## src/rtl/core/prime_sieve_next_prime_query_unit_defines.svh

```systemverilog
// Assertion macros shared by the prime sieve query unit.
// Each macro expects signals named clk and rst in the enclosing module.
`ifndef PRIME_SIEVE_NEXT_PRIME_QUERY_UNIT_DEFINES_SVH
`define PRIME_SIEVE_NEXT_PRIME_QUERY_UNIT_DEFINES_SVH

// Same-cycle implication, disabled during reset.
`define PSQ_ASSERT_NOW(name, cond, check, msg) \
  name: assert property (@(posedge clk) disable iff (rst) (cond) |-> (check)) \
    else $error(msg);

// Next-cycle implication, disabled during reset.
`define PSQ_ASSERT_NEXT(name, cond, check, msg) \
  name: assert property (@(posedge clk) disable iff (rst) (cond) |=> (check)) \
    else $error(msg);

`endif

```

## src/rtl/core/psq_pkg.sv

```systemverilog
package psq_pkg;

  // Field and bitmap geometry.
  localparam int VALUE_W = 16;
  localparam int WORD_W  = 32;
  localparam int BIT_W   = 5;
  localparam int WIDX_W  = VALUE_W - BIT_W;
  localparam int I_W     = 9;

  localparam logic [VALUE_W-1:0] LIMIT_RESET = 16'hFFFF;
  localparam logic [I_W-1:0]     FIRST_PRIME = 9'd2;

  // Controller states.
  typedef enum logic [2:0] {
    ST_CLEAR,
    ST_SIEVE_CHK,
    ST_SIEVE_RD,
    ST_MARK_RD,
    ST_MARK_WR,
    ST_IDLE,
    ST_SCAN
  } state_t;

  // Bitmap read address source.
  typedef enum logic [2:0] {
    RD_I,
    RD_J,
    RD_QUERY,
    RD_SCAN,
    RD_SCAN_NEXT
  } rd_sel_t;

  // Commands from the controller to the datapath.
  typedef struct packed {
    logic    lim_load;
    logic    clr_init;
    logic    clr_write;
    logic    i_init;
    logic    i_inc;
    logic    j_load;
    logic    j_inc;
    logic    mark_write;
    logic    q_load;
    logic    scan_next;
    logic    res_load;
    rd_sel_t rd_sel;
  } cmd_t;

  // Status from the datapath to the controller.
  typedef struct packed {
    logic clr_last;
    logic sq_over;
    logic i_composite;
    logic j_over;
    logic scan_hit;
    logic scan_end;
  } sts_t;

endpackage

```

## src/rtl/core/psq_ctrl.sv

```systemverilog
`include "prime_sieve_next_prime_query_unit_defines.svh"

module psq_ctrl (
  input  logic          clk,
  input  logic          rst,
  input  logic          in_valid,
  output logic          in_stall,
  output logic          out_valid,
  input  logic          out_stall,
  input  logic          cfg_valid,
  output logic          cfg_ready,
  output psq_pkg::cmd_t cmd,
  input  psq_pkg::sts_t sts
);
  import psq_pkg::*;

  state_t state;
  state_t state_next;
  logic   out_valid_next;
  logic   cfg_fire;
  logic   in_fire;
  logic   out_free;

  // The limit register always takes a write; a write restarts the sieve.
  assign cfg_ready = 1'b1;
  assign cfg_fire  = cfg_valid && cfg_ready;
  assign in_stall  = (state != ST_IDLE) || cfg_valid;
  assign in_fire   = in_valid && !in_stall;
  assign out_free  = !out_valid || !out_stall;

  // State and output-valid registers.
  always_ff @(posedge clk) begin
    if (rst) begin
      state     <= ST_CLEAR;
      out_valid <= 1'b0;
    end else begin
      state     <= state_next;
      out_valid <= out_valid_next;
    end
  end

  // Result slot: filled by a finished scan, emptied by a transaction.
  always_comb begin
    out_valid_next = out_valid && out_stall;
    if (cmd.res_load) begin
      out_valid_next = 1'b1;
    end
  end

  // Next state.
  always_comb begin
    state_next = state;
    if (cfg_fire) begin
      state_next = ST_CLEAR;
    end else begin
      unique case (state)
        ST_CLEAR: begin
          if (sts.clr_last) begin
            state_next = ST_SIEVE_CHK;
          end
        end
        ST_SIEVE_CHK: begin
          state_next = sts.sq_over ? ST_IDLE : ST_SIEVE_RD;
        end
        ST_SIEVE_RD: begin
          state_next = sts.i_composite ? ST_SIEVE_CHK : ST_MARK_RD;
        end
        ST_MARK_RD: begin
          state_next = sts.j_over ? ST_SIEVE_CHK : ST_MARK_WR;
        end
        ST_MARK_WR: begin
          state_next = ST_MARK_RD;
        end
        ST_IDLE: begin
          if (in_fire) begin
            state_next = ST_SCAN;
          end
        end
        ST_SCAN: begin
          if ((sts.scan_hit || sts.scan_end) && out_free) begin
            state_next = ST_IDLE;
          end
        end
        default: state_next = ST_CLEAR;
      endcase
    end
  end

  // Datapath commands.
  always_comb begin
    cmd        = '0;
    cmd.rd_sel = RD_QUERY;
    if (cfg_fire) begin
      cmd.lim_load = 1'b1;
      cmd.clr_init = 1'b1;
    end else begin
      unique case (state)
        ST_CLEAR: begin
          cmd.clr_write = 1'b1;
          cmd.i_init    = 1'b1;
        end
        ST_SIEVE_CHK: begin
          cmd.rd_sel = RD_I;
          cmd.j_load = 1'b1;
        end
        ST_SIEVE_RD: begin
          cmd.i_inc = sts.i_composite;
        end
        ST_MARK_RD: begin
          cmd.rd_sel = RD_J;
          cmd.i_inc  = sts.j_over;
        end
        ST_MARK_WR: begin
          cmd.mark_write = 1'b1;
          cmd.j_inc      = 1'b1;
        end
        ST_IDLE: begin
          cmd.rd_sel = RD_QUERY;
          cmd.q_load = in_fire;
        end
        ST_SCAN: begin
          if (sts.scan_hit || sts.scan_end) begin
            cmd.rd_sel   = RD_SCAN;
            cmd.res_load = out_free;
          end else begin
            cmd.rd_sel    = RD_SCAN_NEXT;
            cmd.scan_next = 1'b1;
          end
        end
        default: cmd.rd_sel = RD_QUERY;
      endcase
    end
  end

  // Checks on the sequencing of this controller.
  `PSQ_ASSERT_NEXT(a_accept_scans, in_fire, state == ST_SCAN, "accepted query did not start a scan")
  `PSQ_ASSERT_NEXT(a_cfg_clears, cfg_fire, state == ST_CLEAR, "limit write did not restart the sieve")
  `PSQ_ASSERT_NEXT(a_result_shown, cmd.res_load, out_valid, "loaded result not presented")
  `PSQ_ASSERT_NOW(a_mark_after_read, state == ST_MARK_WR, $past(state) == ST_MARK_RD, "mark write without read")

endmodule

```

## config.mk

```make
export PLATFORM = sky130hd
export DESIGN_NAME = psq_ctrl
export DESIGN_NICKNAME = d
export VERILOG_FILES = /design/src/rtl/core/psq_pkg.sv /design/src/rtl/core/psq_ctrl.sv
export VERILOG_INCLUDE_DIRS = /design/src /design/src/rtl/core
export SDC_FILE = /design/constraint.sdc
export NUM_CORES = 1
export LEC_CHECK = 0
export BUFFER_PORTS_ARGS = -buffer_cell sky130_fd_sc_hd__buf_2
export CORE_AREA = 2 2 39 41
export CTS_CLUSTER_DIAMETER = 50
export DETAILED_ROUTE_END_ITERATION = 8
export DIE_AREA = 0 0 41 43
export PLACE_DENSITY = 0.66
export SLEW_MARGIN = 10
export SYNTH_ARGS = -nofsm -noshare
export SYNTH_HDL_FRONTEND = slang
export SYNTH_SLANG_ARGS = --single-unit
```

## constraint.sdc

```tcl
create_clock -name clk -period 2.9 [get_ports clk]
set_clock_uncertainty 0.15 [all_clocks]
set_input_delay 0.58 -clock clk [delete_from_list [all_inputs] [get_ports clk]]
set_output_delay 0.58 -clock clk [all_outputs]
set_load 0.05 [all_outputs]
```

==> impl_metrics.prom, run 1 <==
# TYPE chip_impl_metric gauge
chip_impl_info{name="status",value="finished, final reports clean"} 1
chip_impl_metric{name="die_w",unit="µm"} 41
chip_impl_metric{name="critical_path_arrival",unit="ps"} 1750
chip_impl_metric{name="peakVddDrop",unit="µV"} 168
chip_impl_metric{name="power.density",unit="mW/mm²"} 313
chip_impl_metric{name="drtIter0Drc",unit=""} 6
chip_impl_metric{name="syn-cell-area",unit="µm²"} 457
chip_impl_metric{name="critical-path-max-stage-delay",unit="ps"} 600
chip_impl_metric{name="die-area",unit="mm²"} 0.00176
chip_impl_info{name="cts-root-buf",value="clkbuf_4"} 1
chip_impl_metric{name="max_slew_margin",unit="%"} 66.3
chip_impl_metric{name="route.detailed.vias_per_inst",unit=""} 5.09
chip_impl_metric{name="areaGrowthSynthToFinish",unit="%"} 25.8
chip_impl_metric{name="timing.final.crit_period",unit="ps"} 2480
chip_impl_metric{name="async_flop_share",unit="%"} 0
chip_impl_metric{name="worst_pin_slew",unit="ps"} 504
chip_impl_metric{name="hpwl",unit="µm"} 787
chip_impl_metric{name="global_route_wire_length_before_repair",unit="µm"} 1540
chip_impl_metric{name="max_clock_freq",unit="GHz"} 0.403
chip_impl_info{name="synth_area_leaders",value="dfxtp_1 18%, buf_4 12%, mux2i_1 4.4%, nor2b_1 4.1%, nor4_1 4.1%"} 1
chip_impl_metric{name="htree_levels",unit=""} 1
chip_impl_metric{name="floorplan.initialDensity",unit="%"} 33.0
chip_impl_metric{name="rows",unit=""} 14
chip_impl_metric{name="postLayoutCoreUtil",unit="%"} 41.5
chip_impl_metric{name="gpl.final_weighted_congestion",unit=""} 0.651
chip_impl_metric{name="cts.repair.resized",unit=""} 0
chip_impl_metric{name="internal_power",unit="mW"} 0.120
chip_impl_metric{name="grt_usage",unit="%"} 13.0
chip_impl_info{name="cts_tree",value="done"} 1
chip_impl_metric{name="finalSetupTns",unit="ps"} 0
chip_impl_info{name="post-synth-top-area-cell",value="dfxtp_1"} 1
chip_impl_metric{name="leakagePower",unit="nW"} 0.290
chip_impl_metric{name="postRouteAntennaNets",unit=""} 0
chip_impl_metric{name="core_region_area",unit="mm²"} 0.00138
chip_impl_metric{name="synthesis.area_per_instance",unit="µm²"} 7.87
chip_impl_metric{name="grt_start_max_net_pins",unit=""} 17
chip_impl_metric{name="cts_inserted_buffers",unit=""} 3
chip_impl_metric{name="antenna_cells_inserted",unit=""} 0
chip_impl_info{name="synth_common_cells",value="7 x buf_4, 4 x dfxtp_1, 4 x nor2_1"} 1
chip_impl_metric{name="first_global_vias",unit=""} 404
chip_impl_metric{name="clock_pin_slew_worst_setup_and_hold_paths",unit="ps"} 40
chip_impl_metric{name="power.switching_fraction",unit="%"} 33.4
chip_impl_metric{name="worstPathRequired",unit="ps"} 2170
chip_impl_metric{name="cts_max_path_buffers",unit=""} 2
chip_impl_metric{name="portBuffers",unit=""} 26
chip_impl_metric{name="detailroute.via_count",unit=""} 484
chip_impl_metric{name="antenna_violations_before_repair",unit=""} 0
chip_impl_metric{name="final_max_slew_viol_count",unit=""} 0
chip_impl_metric{name="synth.yosys.warnings",unit=""} 0
chip_impl_metric{name="clock-sinks",unit=""} 4
chip_impl_metric{name="final.hold.worst_slack",unit="ps"} 326
chip_impl_metric{name="post_synth_net_total",unit=""} 69
chip_impl_metric{name="postCtsHoldBufs",unit=""} 0
chip_impl_metric{name="routed_wire_length_per_instance",unit="µm"} 10.4
chip_impl_metric{name="power.combinational.fraction",unit="%"} 28.6
chip_impl_metric{name="timing.critical_path.fanout_max",unit=""} 12
chip_impl_metric{name="net-switching-power",unit="mW"} 0.0602
chip_impl_metric{name="drive_gt1_share",unit="%"} 46.8
chip_impl_metric{name="postCtsSetupRepairBufs",unit=""} 0
chip_impl_metric{name="worstSkewPairLatency",unit="ps"} 230
chip_impl_info{name="path_class",value="flop to output port"} 1
chip_impl_info{name="worst_setup_path_startpoint",value="state[2]"} 1
chip_impl_info{name="startpoint_type",value="flop"} 1
chip_impl_metric{name="synth_enable_flop_cells",unit=""} 0
chip_impl_metric{name="seqPwrFrac",unit="%"} 33.4
chip_impl_info{name="worst_hold_check_path_type",value="flop to flop"} 1
chip_impl_info{name="hold_path_startpoint",value="out_valid"} 1
chip_impl_info{name="cp-end-kind",value="output port"} 1
chip_impl_metric{name="top_level_ports",unit=""} 28
chip_impl_metric{name="finalWirelength",unit="µm"} 991
chip_impl_info{name="timing.critical_path.slowest_stage_cell",value="dfxtp_1"} 1
chip_impl_metric{name="final-setup-viol-count",unit=""} 0
chip_impl_metric{name="synth_seq_cells",unit=""} 4
chip_impl_metric{name="design_power_total",unit="mW"} 0.180
chip_impl_metric{name="vertical_die_dimension",unit="µm"} 43
chip_impl_metric{name="drt_drc_violations_left",unit=""} 0
chip_impl_info{name="timing.critical_path.cells",value="nand2b_1 -> or3_1 -> inv_1 -> buf_2"} 1
chip_impl_metric{name="drv_cap",unit=""} 0
chip_impl_metric{name="synth.distinct_cells",unit=""} 32
chip_impl_info{name="r2r_start",value="state[2]"} 1
chip_impl_metric{name="clock_power_share",unit="%"} 38.0
chip_impl_metric{name="drt_pass1_iterations",unit=""} 4
chip_impl_info{name="top_flip_flop_cell_by_instance_count_after_synthesis",value="dfxtp_1"} 1
chip_impl_metric{name="yosys.area.top_type_share",unit="%"} 17.5
chip_impl_metric{name="crit_share_post_route",unit="%"} 85.6
chip_impl_metric{name="nNetsFinal",unit=""} 92
chip_impl_info{name="rsz0062_at_grt",value="no"} 1
chip_impl_metric{name="global_route.overflow_total",unit=""} 0
chip_impl_metric{name="finalHoldViolCount",unit=""} 0
chip_impl_info{name="most_repeated_cell_in_the_gate_level_netlist_after_synthesis",value="buf_4"} 1
chip_impl_metric{name="cell_count_after_synthesis",unit=""} 58
chip_impl_metric{name="synth-seq-area-share",unit="%"} 17.5
[flip-flops by register name, indices dropped and copies added, names as in the netlist]
signal and flops:
out_valid 1, state 3
[metrics by stage]
step	setup slack (ps)	instance area (µm²)	instances
after detailed placement	581	552	92
after floorplan	-45.6	463	58
after global routing	312	574	95
after global placement	590	552	92
after CTS	409	574	95
final	418	574	95
[logic make-up (layout without fill, tap and decap cells)]
| family | after synthesis | count (layout) | synth area share [%] |
|---|---|---|---|
| AO/OA/AOI/OAI | 12 | 12 | 22.2 |
| XOR/XNOR | 1 | 1 | 1.92 |
| buffers and inverters | 11 | 32 | 16.7 |
| flip-flops | 4 | 4 | 17.5 |
| multiplexers | 2 | 2 | 4.38 |
| other | 1 | 1 | 0.821 |
| AND/OR/NAND/NOR | 27 | 27 | 36.4 |
[worst paths after layout]
| path | to | slack [ps] | cells after the start |
|---|---|---|---|
| max | cmd[3] | 420 | 4 |
| max reg2reg | out_valid | 1330 | 3 |
| min | out_valid | 330 | 2 |
| min reg2reg | out_valid | 330 | 2 |
[layout by cell type, fill, tap and decap left out, types with 2 or more instances in the layout]
cell / instances
a21oi_1: 2
and2b_1: 2
buf_2: 26
clkbuf_4: 3
dfxtp_1: 4
inv_1: 2
mux2i_1: 2
nand2_1: 2
nor2_1: 4
nor2b_1: 3
nor3_1: 3
nor3b_1: 2
nor4_1: 2
o31ai_1: 2
or3_1: 2
[power by group through the flow]
stage	registers, mW	logic (mW)	clock network (mW)
2_1_floorplan	0.0579	0.0443	0
3_3_place_gp	0.0609	0.0514	0
3_5_place_dp	0.0609	0.0517	0
4_1_cts	0.0601	0.0518	0.0721
5_1_grt	0.0605	0.0565	0.0743
6_report	0.0602	0.0514	0.0683
[routing by layer]
layer  global-route usage [%]  vias up  wire (µm)  share of wire (%)
li1                         -      248          -                  -
met1                     14.8      219        418                 42
met2                     19.4       15        496                 50
met3                     4.71        2         69                7.0
met4                     8.00        0          6               0.61
met5                        0        -          0                  0
[cell type report]
class                      count  area (µm²)
sequential                     4        80.1
tap                           16        20.0
inverter                       2        7.51
multi-input combinational     43         307
fill                         146         810
clock buffer                   3        22.5
timing repair buffer          27         138
[worst max-delay path, delay by kind of cell, from the launching register on]
| kind | cells | cell delay [ps] |
|---|---|---|
| flip-flops | 1 | 600 |
| buffers and inverters | 2 | 310 |
| AND/OR/NAND/NOR | 2 | 610 |
Power figures use the tool's default switching activity.
==> run 2: changes to the inputs <==
--- a/config.mk
+++ b/config.mk
@@ -12,6 +12,8 @@
 export DETAILED_ROUTE_END_ITERATION = 8
 export DIE_AREA = 0 0 41 43
 export PLACE_DENSITY = 0.66
+export RECOVER_POWER = 100
+export SKIP_LAST_GASP = 1
 export SLEW_MARGIN = 10
 export SYNTH_ARGS = -nofsm -noshare
 export SYNTH_HDL_FRONTEND = slang
==> run 2 against run 1 <==
Cell count unchanged. Register-to-register slack is essentially flat. Non-clock buffer count unchanged. Core utilization down 1.9 points. Largest power group unchanged.
==> impl_metrics.prom, run 2 (synthesis results as in run 1) <==
# TYPE chip_impl_metric gauge
chip_impl_info{name="status",value="finished, final reports clean"} 1
chip_impl_metric{name="final_max_slew_viol_count",unit=""} 0
chip_impl_metric{name="finalWirelength",unit="µm"} 994
chip_impl_metric{name="worst-path-buf-inv",unit=""} 1
chip_impl_info{name="critPathTopFamily",value="flip-flops"} 1
chip_impl_metric{name="antenna_violations_before_repair",unit=""} 0
chip_impl_metric{name="final_cell_area",unit="µm²"} 548
chip_impl_metric{name="placed_cell_area",unit="µm²"} 552
chip_impl_metric{name="core_region_area",unit="mm²"} 0.00138
chip_impl_metric{name="timing.final.crit_period",unit="ps"} 2550
chip_impl_metric{name="route.detailed.vias_per_inst",unit=""} 5.01
chip_impl_metric{name="drt_pass1_iterations",unit=""} 4
chip_impl_metric{name="drt_drc_violations_left",unit=""} 0
chip_impl_info{name="rsz0062_at_grt",value="no"} 1
chip_impl_metric{name="drtIter0Drc",unit=""} 4
chip_impl_metric{name="largest_register_ff_count",unit=""} 3
chip_impl_metric{name="wl_met1",unit="µm"} 431
chip_impl_metric{name="crit_share_post_route",unit="%"} 88.1
chip_impl_info{name="startpoint_type",value="flop"} 1
chip_impl_metric{name="cts_max_path_buffers",unit=""} 2
chip_impl_metric{name="drive_gt1_share",unit="%"} 26.6
chip_impl_metric{name="timing.critical_path.fanout_max",unit=""} 12
chip_impl_metric{name="areaGrowthSynthToFinish",unit="%"} 20.0
chip_impl_metric{name="worst_pin_slew",unit="ps"} 583
chip_impl_metric{name="leakagePower",unit="nW"} 0.232
chip_impl_metric{name="detailroute.via_count",unit=""} 476
chip_impl_metric{name="postCtsHoldBufs",unit=""} 0
chip_impl_info{name="mostFrequentLayoutCell",value="clkbuf_1"} 1
chip_impl_metric{name="htree_levels",unit=""} 1
chip_impl_metric{name="cts_inserted_buffers",unit=""} 3
chip_impl_metric{name="first_global_vias",unit=""} 404
chip_impl_info{name="path_class",value="flop to output port"} 1
chip_impl_metric{name="clock-sinks",unit=""} 4
chip_impl_metric{name="max_slew_margin",unit="%"} 60.6
chip_impl_metric{name="final-setup-viol-count",unit=""} 0
chip_impl_info{name="worst_hold_check_path_type",value="flop to flop"} 1
chip_impl_metric{name="top_level_ports",unit=""} 28
chip_impl_metric{name="floorplan.initialDensity",unit="%"} 33.0
chip_impl_metric{name="postRouteAntennaNets",unit=""} 0
chip_impl_metric{name="n_fill_cell",unit=""} 159
chip_impl_metric{name="gpl.final_weighted_congestion",unit=""} 0.651
chip_impl_metric{name="die_w",unit="µm"} 41
chip_impl_info{name="timing.critical_path.slowest_stage_cell",value="dfxtp_1"} 1
chip_impl_metric{name="worstSkewPairLatency",unit="ps"} 230
chip_impl_metric{name="nNetsFinal",unit=""} 92
chip_impl_metric{name="global_route_wire_length_before_repair",unit="µm"} 1540
chip_impl_metric{name="portBuffers",unit=""} 26
chip_impl_metric{name="peakVddDrop",unit="µV"} 160
chip_impl_metric{name="wl_met3",unit="µm"} 78
chip_impl_info{name="timing.critical_path.cells",value="and2b_1 -> a31oi_1 -> or2_2 -> clkbuf_1"} 1
chip_impl_metric{name="clock_pin_slew_worst_setup_and_hold_paths",unit="ps"} 40
chip_impl_metric{name="rows",unit=""} 14
chip_impl_metric{name="global_route.overflow_total",unit=""} 0
chip_impl_metric{name="power.density",unit="mW/mm²"} 324
chip_impl_metric{name="die-area",unit="mm²"} 0.00176
chip_impl_metric{name="wl_met2",unit="µm"} 478
chip_impl_metric{name="max_clock_freq",unit="GHz"} 0.391
chip_impl_metric{name="routed_wire_length_per_instance",unit="µm"} 10.5
chip_impl_info{name="cts_tree",value="done"} 1
chip_impl_info{name="cts-root-buf",value="clkbuf_4"} 1
chip_impl_metric{name="worstPathRequired",unit="ps"} 2170
chip_impl_metric{name="cts.repair.resized",unit=""} 0
chip_impl_metric{name="postCtsSetupRepairBufs",unit=""} 0
chip_impl_metric{name="critical_path_arrival",unit="ps"} 1820
chip_impl_metric{name="antenna_cells_inserted",unit=""} 0
chip_impl_info{name="leading_registers_by_flop_count",value="state (3), out_valid (1)"} 1
chip_impl_info{name="registers.top_by_ff_count",value="state"} 1
chip_impl_info{name="highest_layer",value="met4"} 1
chip_impl_info{name="cp-end-kind",value="output port"} 1
chip_impl_metric{name="drv_cap",unit=""} 0
chip_impl_metric{name="hpwl",unit="µm"} 787
chip_impl_metric{name="grt_usage",unit="%"} 13.0
chip_impl_metric{name="finalHoldViolCount",unit=""} 0
chip_impl_metric{name="vertical_die_dimension",unit="µm"} 43
chip_impl_metric{name="final.hold.worst_slack",unit="ps"} 329
chip_impl_metric{name="critical-path-max-stage-delay",unit="ps"} 600
chip_impl_info{name="layout_common_cells",value="15 x clkbuf_1, 11 x buf_2, 4 x nor2_1, 4 x dfxtp_1"} 1
chip_impl_metric{name="grt_start_max_net_pins",unit=""} 17
==> run 2: cell count changes in the layout (fill, tap and decap cells not counted), sizes merged <==
cell    change
buf        -15
clkbuf     +15
==> run 2: worst paths after layout <==
check	startpoint	to	slack, ps	cells after the start
max	state[0]	cmd[1]	350	4
min	out_valid	out_valid	330	2
min reg2reg	out_valid	out_valid	330	2
max reg2reg	state[2]	out_valid	1330	3
==> run 2: layout make-up <==
class | instances | area [µm²] | area share [%]
multi-input combinational | 43 | 299 | 54.6
timing repair buffer | 27 | 119 | 21.7
sequential | 4 | 80.1 | 14.6
clock buffer | 3 | 22.5 | 4.11
tap | 16 | 20.0 | 3.65
inverter | 2 | 7.51 | 1.37
==> run 2: stage by stage <==
stage                     instances  TNS, ps  util [%]  worst slack (ps)  power [mW]
after floorplan                  58    -91.1         -             -45.6       0.102
after global placement           92        0      39.9               590       0.112
after detailed placement         92        0      39.9               581       0.113
after CTS                        95        0      41.5               409       0.184
after global routing             95        0      39.6               212       0.189
final                            95        0      39.6               346       0.177
==> run 2: layer usage <==
| layer | vias to the layer above | track usage (%) |
|---|---|---|
| met2 | 15 | 19.4 |
| met3 | 2 | 4.71 |
| met1 | 212 | 14.8 |
| met5 | - | 0 |
| li1 | 247 | - |
| met4 | 0 | 8.00 |
==> run 2: power breakdown <==
| part | internal, mW | switching [mW] | total [mW] |
|---|---|---|---|
| sequential | 0.0564 | 0.00353 | 0.0599 |
| combinational | 0.0154 | 0.0343 | 0.0497 |
| clock | 0.0462 | 0.0216 | 0.0678 |
==> run 2: tightest hold or removal path: stages (launching register included) <==
cell     delay (ps)
dfxtp_1         310
nand2_1          70
a21oi_1          50
==> run 3: changes to the inputs <==
--- a/config.mk
+++ b/config.mk
@@ -11,8 +11,8 @@
 export CTS_CLUSTER_DIAMETER = 50
 export DETAILED_ROUTE_END_ITERATION = 8
 export DIE_AREA = 0 0 41 43
-export PLACE_DENSITY = 0.66
-export RECOVER_POWER = 100
+export PLACE_DENSITY = 0.73
+export RECOVER_POWER = 25
 export SKIP_LAST_GASP = 1
 export SLEW_MARGIN = 10
 export SYNTH_ARGS = -nofsm -noshare
==> run 3 against run 2 <==
Sequential share of layout area shrank 0.45 points. Maximum frequency grew 4.5%. Via count shrank 1.3%. Die area is the same. Non-clock buffer count is the same. Worst hold slack lost 7.4 ps. Design area grew 3.2%. Register-to-register slack gained 20 ps.
==> impl_metrics.prom, run 3 (synthesis results as in run 1) <==
# TYPE chip_impl_metric gauge
chip_impl_info{name="timing.critical_path.cells",value="nand2b_1 -> or3_1 -> inv_1 -> buf_2"} 1
chip_impl_metric{name="grt_start_max_net_pins",unit=""} 17
chip_impl_metric{name="core_region_area",unit="mm²"} 0.00138
chip_impl_metric{name="die_w",unit="µm"} 41
chip_impl_metric{name="nNetsFinal",unit=""} 92
chip_impl_info{name="cts_tree",value="done"} 1
chip_impl_metric{name="drtIter0Drc",unit=""} 7
chip_impl_metric{name="worst_pin_slew",unit="ps"} 584
chip_impl_metric{name="finalHoldViolCount",unit=""} 0
chip_impl_metric{name="detailroute.via_count",unit=""} 470
chip_impl_info{name="hold_path_startpoint",value="out_valid"} 1
chip_impl_metric{name="gpl.final_weighted_congestion",unit=""} 0.679
chip_impl_metric{name="clock-sinks",unit=""} 4
chip_impl_metric{name="hold-path-cell-count",unit=""} 2
chip_impl_metric{name="postCtsSetupRepairBufs",unit=""} 0
chip_impl_metric{name="power.density",unit="mW/mm²"} 314
chip_impl_metric{name="power.combinational.fraction",unit="%"} 28.7
chip_impl_metric{name="routed_wire_length_per_instance",unit="µm"} 10.1
chip_impl_metric{name="final_max_slew_viol_count",unit=""} 0
chip_impl_info{name="registers.top_by_ff_count",value="state"} 1
chip_impl_metric{name="drt_pass1_iterations",unit=""} 2
chip_impl_metric{name="worst-r2r-setup-slack",unit="ps"} 1350
chip_impl_metric{name="largest_register_ff_count",unit=""} 3
chip_impl_info{name="layout_common_cells",value="25 x buf_2, 4 x nor2_1, 4 x dfxtp_1"} 1
chip_impl_metric{name="timing.critical_path.fanout_max",unit=""} 12
chip_impl_metric{name="finalWirelength",unit="µm"} 964
chip_impl_metric{name="seqCellArea",unit="µm²"} 80.1
chip_impl_metric{name="timing.final.crit_period",unit="ps"} 2440
chip_impl_metric{name="antenna_violations_before_repair",unit=""} 0
chip_impl_metric{name="placed_cell_area",unit="µm²"} 552
chip_impl_metric{name="peakVddDrop",unit="µV"} 122
chip_impl_metric{name="drt_drc_violations_left",unit=""} 0
chip_impl_info{name="path_class",value="flop to output port"} 1
chip_impl_metric{name="crit_share_post_route",unit="%"} 84.3
chip_impl_info{name="leading_registers_by_flop_count",value="state (3), out_valid (1)"} 1
chip_impl_info{name="status",value="finished, final reports clean"} 1
chip_impl_metric{name="htree_levels",unit=""} 1
chip_impl_metric{name="die-area",unit="mm²"} 0.00176
chip_impl_metric{name="rows",unit=""} 14
chip_impl_metric{name="final_cell_area",unit="µm²"} 566
chip_impl_metric{name="antenna_cells_inserted",unit=""} 0
chip_impl_metric{name="drv_cap",unit=""} 0
chip_impl_info{name="cp-end-kind",value="output port"} 1
chip_impl_info{name="startpoint_type",value="flop"} 1
chip_impl_metric{name="top_level_ports",unit=""} 28
chip_impl_metric{name="cts_inserted_buffers",unit=""} 3
chip_impl_metric{name="portBuffers",unit=""} 26
chip_impl_metric{name="postCtsHoldBufs",unit=""} 0
chip_impl_metric{name="final-setup-viol-count",unit=""} 0
chip_impl_info{name="worst_hold_path_ep",value="out_valid"} 1
chip_impl_metric{name="seqPwrFrac",unit="%"} 33.7
chip_impl_metric{name="worstRegToRegCells",unit=""} 3
chip_impl_metric{name="worstPathRequired",unit="ps"} 2170
chip_impl_info{name="cts-root-buf",value="clkbuf_4"} 1
chip_impl_metric{name="power.switching_fraction",unit="%"} 32.8
chip_impl_metric{name="global_route.overflow_total",unit=""} 0
chip_impl_info{name="worst_r2r_endpoint",value="out_valid"} 1
chip_impl_metric{name="cts.repair.resized",unit=""} 0
chip_impl_info{name="mostFrequentLayoutCell",value="buf_2"} 1
chip_impl_metric{name="design_power_total",unit="mW"} 0.177
chip_impl_metric{name="critical_path_arrival",unit="ps"} 1710
chip_impl_metric{name="critical-path-max-stage-delay",unit="ps"} 580
chip_impl_metric{name="max_slew_margin",unit="%"} 60.6
chip_impl_metric{name="areaGrowthSynthToFinish",unit="%"} 23.8
chip_impl_info{name="rsz0062_at_grt",value="no"} 1
chip_impl_metric{name="vertical_die_dimension",unit="µm"} 43
chip_impl_metric{name="area_of_the_multi_input_gates",unit="µm²"} 299
chip_impl_metric{name="global_route_wire_length_before_repair",unit="µm"} 1480
chip_impl_info{name="critPathTopFamily",value="simple AND/OR/NAND/NOR gates"} 1
chip_impl_metric{name="hpwl",unit="µm"} 797
chip_impl_metric{name="cts_max_path_buffers",unit=""} 2
chip_impl_info{name="worst_hold_check_path_type",value="flop to flop"} 1
chip_impl_metric{name="floorplan.initialDensity",unit="%"} 33.0
chip_impl_metric{name="leakagePower",unit="nW"} 0.281
chip_impl_metric{name="max_clock_freq",unit="GHz"} 0.409
chip_impl_metric{name="pre_cts_slack",unit="ps"} 577
chip_impl_metric{name="grt_usage",unit="%"} 12.1
chip_impl_metric{name="clock_power_share",unit="%"} 37.5
chip_impl_metric{name="clock_pin_slew_worst_setup_and_hold_paths",unit="ps"} 40
chip_impl_metric{name="postRouteAntennaNets",unit=""} 0
chip_impl_metric{name="first_global_vias",unit=""} 407
chip_impl_metric{name="internal_power",unit="mW"} 0.119
chip_impl_metric{name="worstSkewPairLatency",unit="ps"} 230
chip_impl_metric{name="timing.final.ws_setup",unit="ps"} 456
chip_impl_metric{name="worst-path-buf-inv",unit=""} 2
chip_impl_info{name="r2r_start",value="state[2]"} 1
chip_impl_metric{name="finalSetupTns",unit="ps"} 0
chip_impl_metric{name="n_fill_cell",unit=""} 143
chip_impl_metric{name="route.detailed.vias_per_inst",unit=""} 4.95
chip_impl_metric{name="drive_gt1_share",unit="%"} 44.3
chip_impl_metric{name="net-switching-power",unit="mW"} 0.0581
chip_impl_info{name="timing.critical_path.slowest_stage_cell",value="dfxtp_1"} 1
==> run 3: changes by cell type in the layout (fill, tap and decap cells not counted), sizes merged <==
cell    change
clkbuf     -14
buf        +14
==> run 3: layer usage <==
layer | up-vias | wire, µm | track usage [%]
met4 | 0 | 0 | 6.00
met2 | 16 | 498 | 20.9
met5 | - | 0 | 0
met3 | 0 | 64 | 3.14
met1 | 206 | 402 | 12.5
li1 | 248 | - | -
==> run 3: how the worst max path moves through the flow <==
stage	from	to	slack [ps]	depth (start not counted)
finish	state[2]	cmd[3]	460	4
global route	state[2]	cmd[3]	360	4
CTS	state[2]	cmd[3]	440	4
detailed placement	cfg_valid	cmd[3]	580	5
global placement	cfg_valid	cmd[3]	590	5
floorplan	cfg_valid	cmd[2]	-50	2
==> run 3: power by group through the flow <==
stage | Sequential, mW | Combinational (mW) | Clock, mW
finish | 0.0599 | 0.0510 | 0.0666
global route | 0.0602 | 0.0555 | 0.0769
CTS | 0.0600 | 0.0520 | 0.0712
detailed placement | 0.0608 | 0.0520 | 0
global placement | 0.0609 | 0.0512 | 0
floorplan | 0.0579 | 0.0443 | 0
==> run 3: per-stage QoR <==
stage	utilization, %	cells	hold slack (ps)
global route	40.9	95	365
floorplan	-	58	431
global placement	39.9	92	316
detailed placement	39.9	92	326
CTS	41.5	95	331
finish	40.9	95	322
==> run 3: worst register-to-register path, delay by kind of cell, from the launching register on <==
family	cells	cell delay [ps]
AND/OR/NAND/NOR	2	600
AO/OA/AOI/OAI	1	150
flip-flops	1	580
==> run 3: cell type report <==
cell class                 instances  share of cell area (%)
clock buffer                       3                    3.98
sequential                         4                    14.2
inverter                           2                    1.33
tap                               16                    3.54
timing repair buffer              27                    24.1
multi-input combinational         43                    52.9
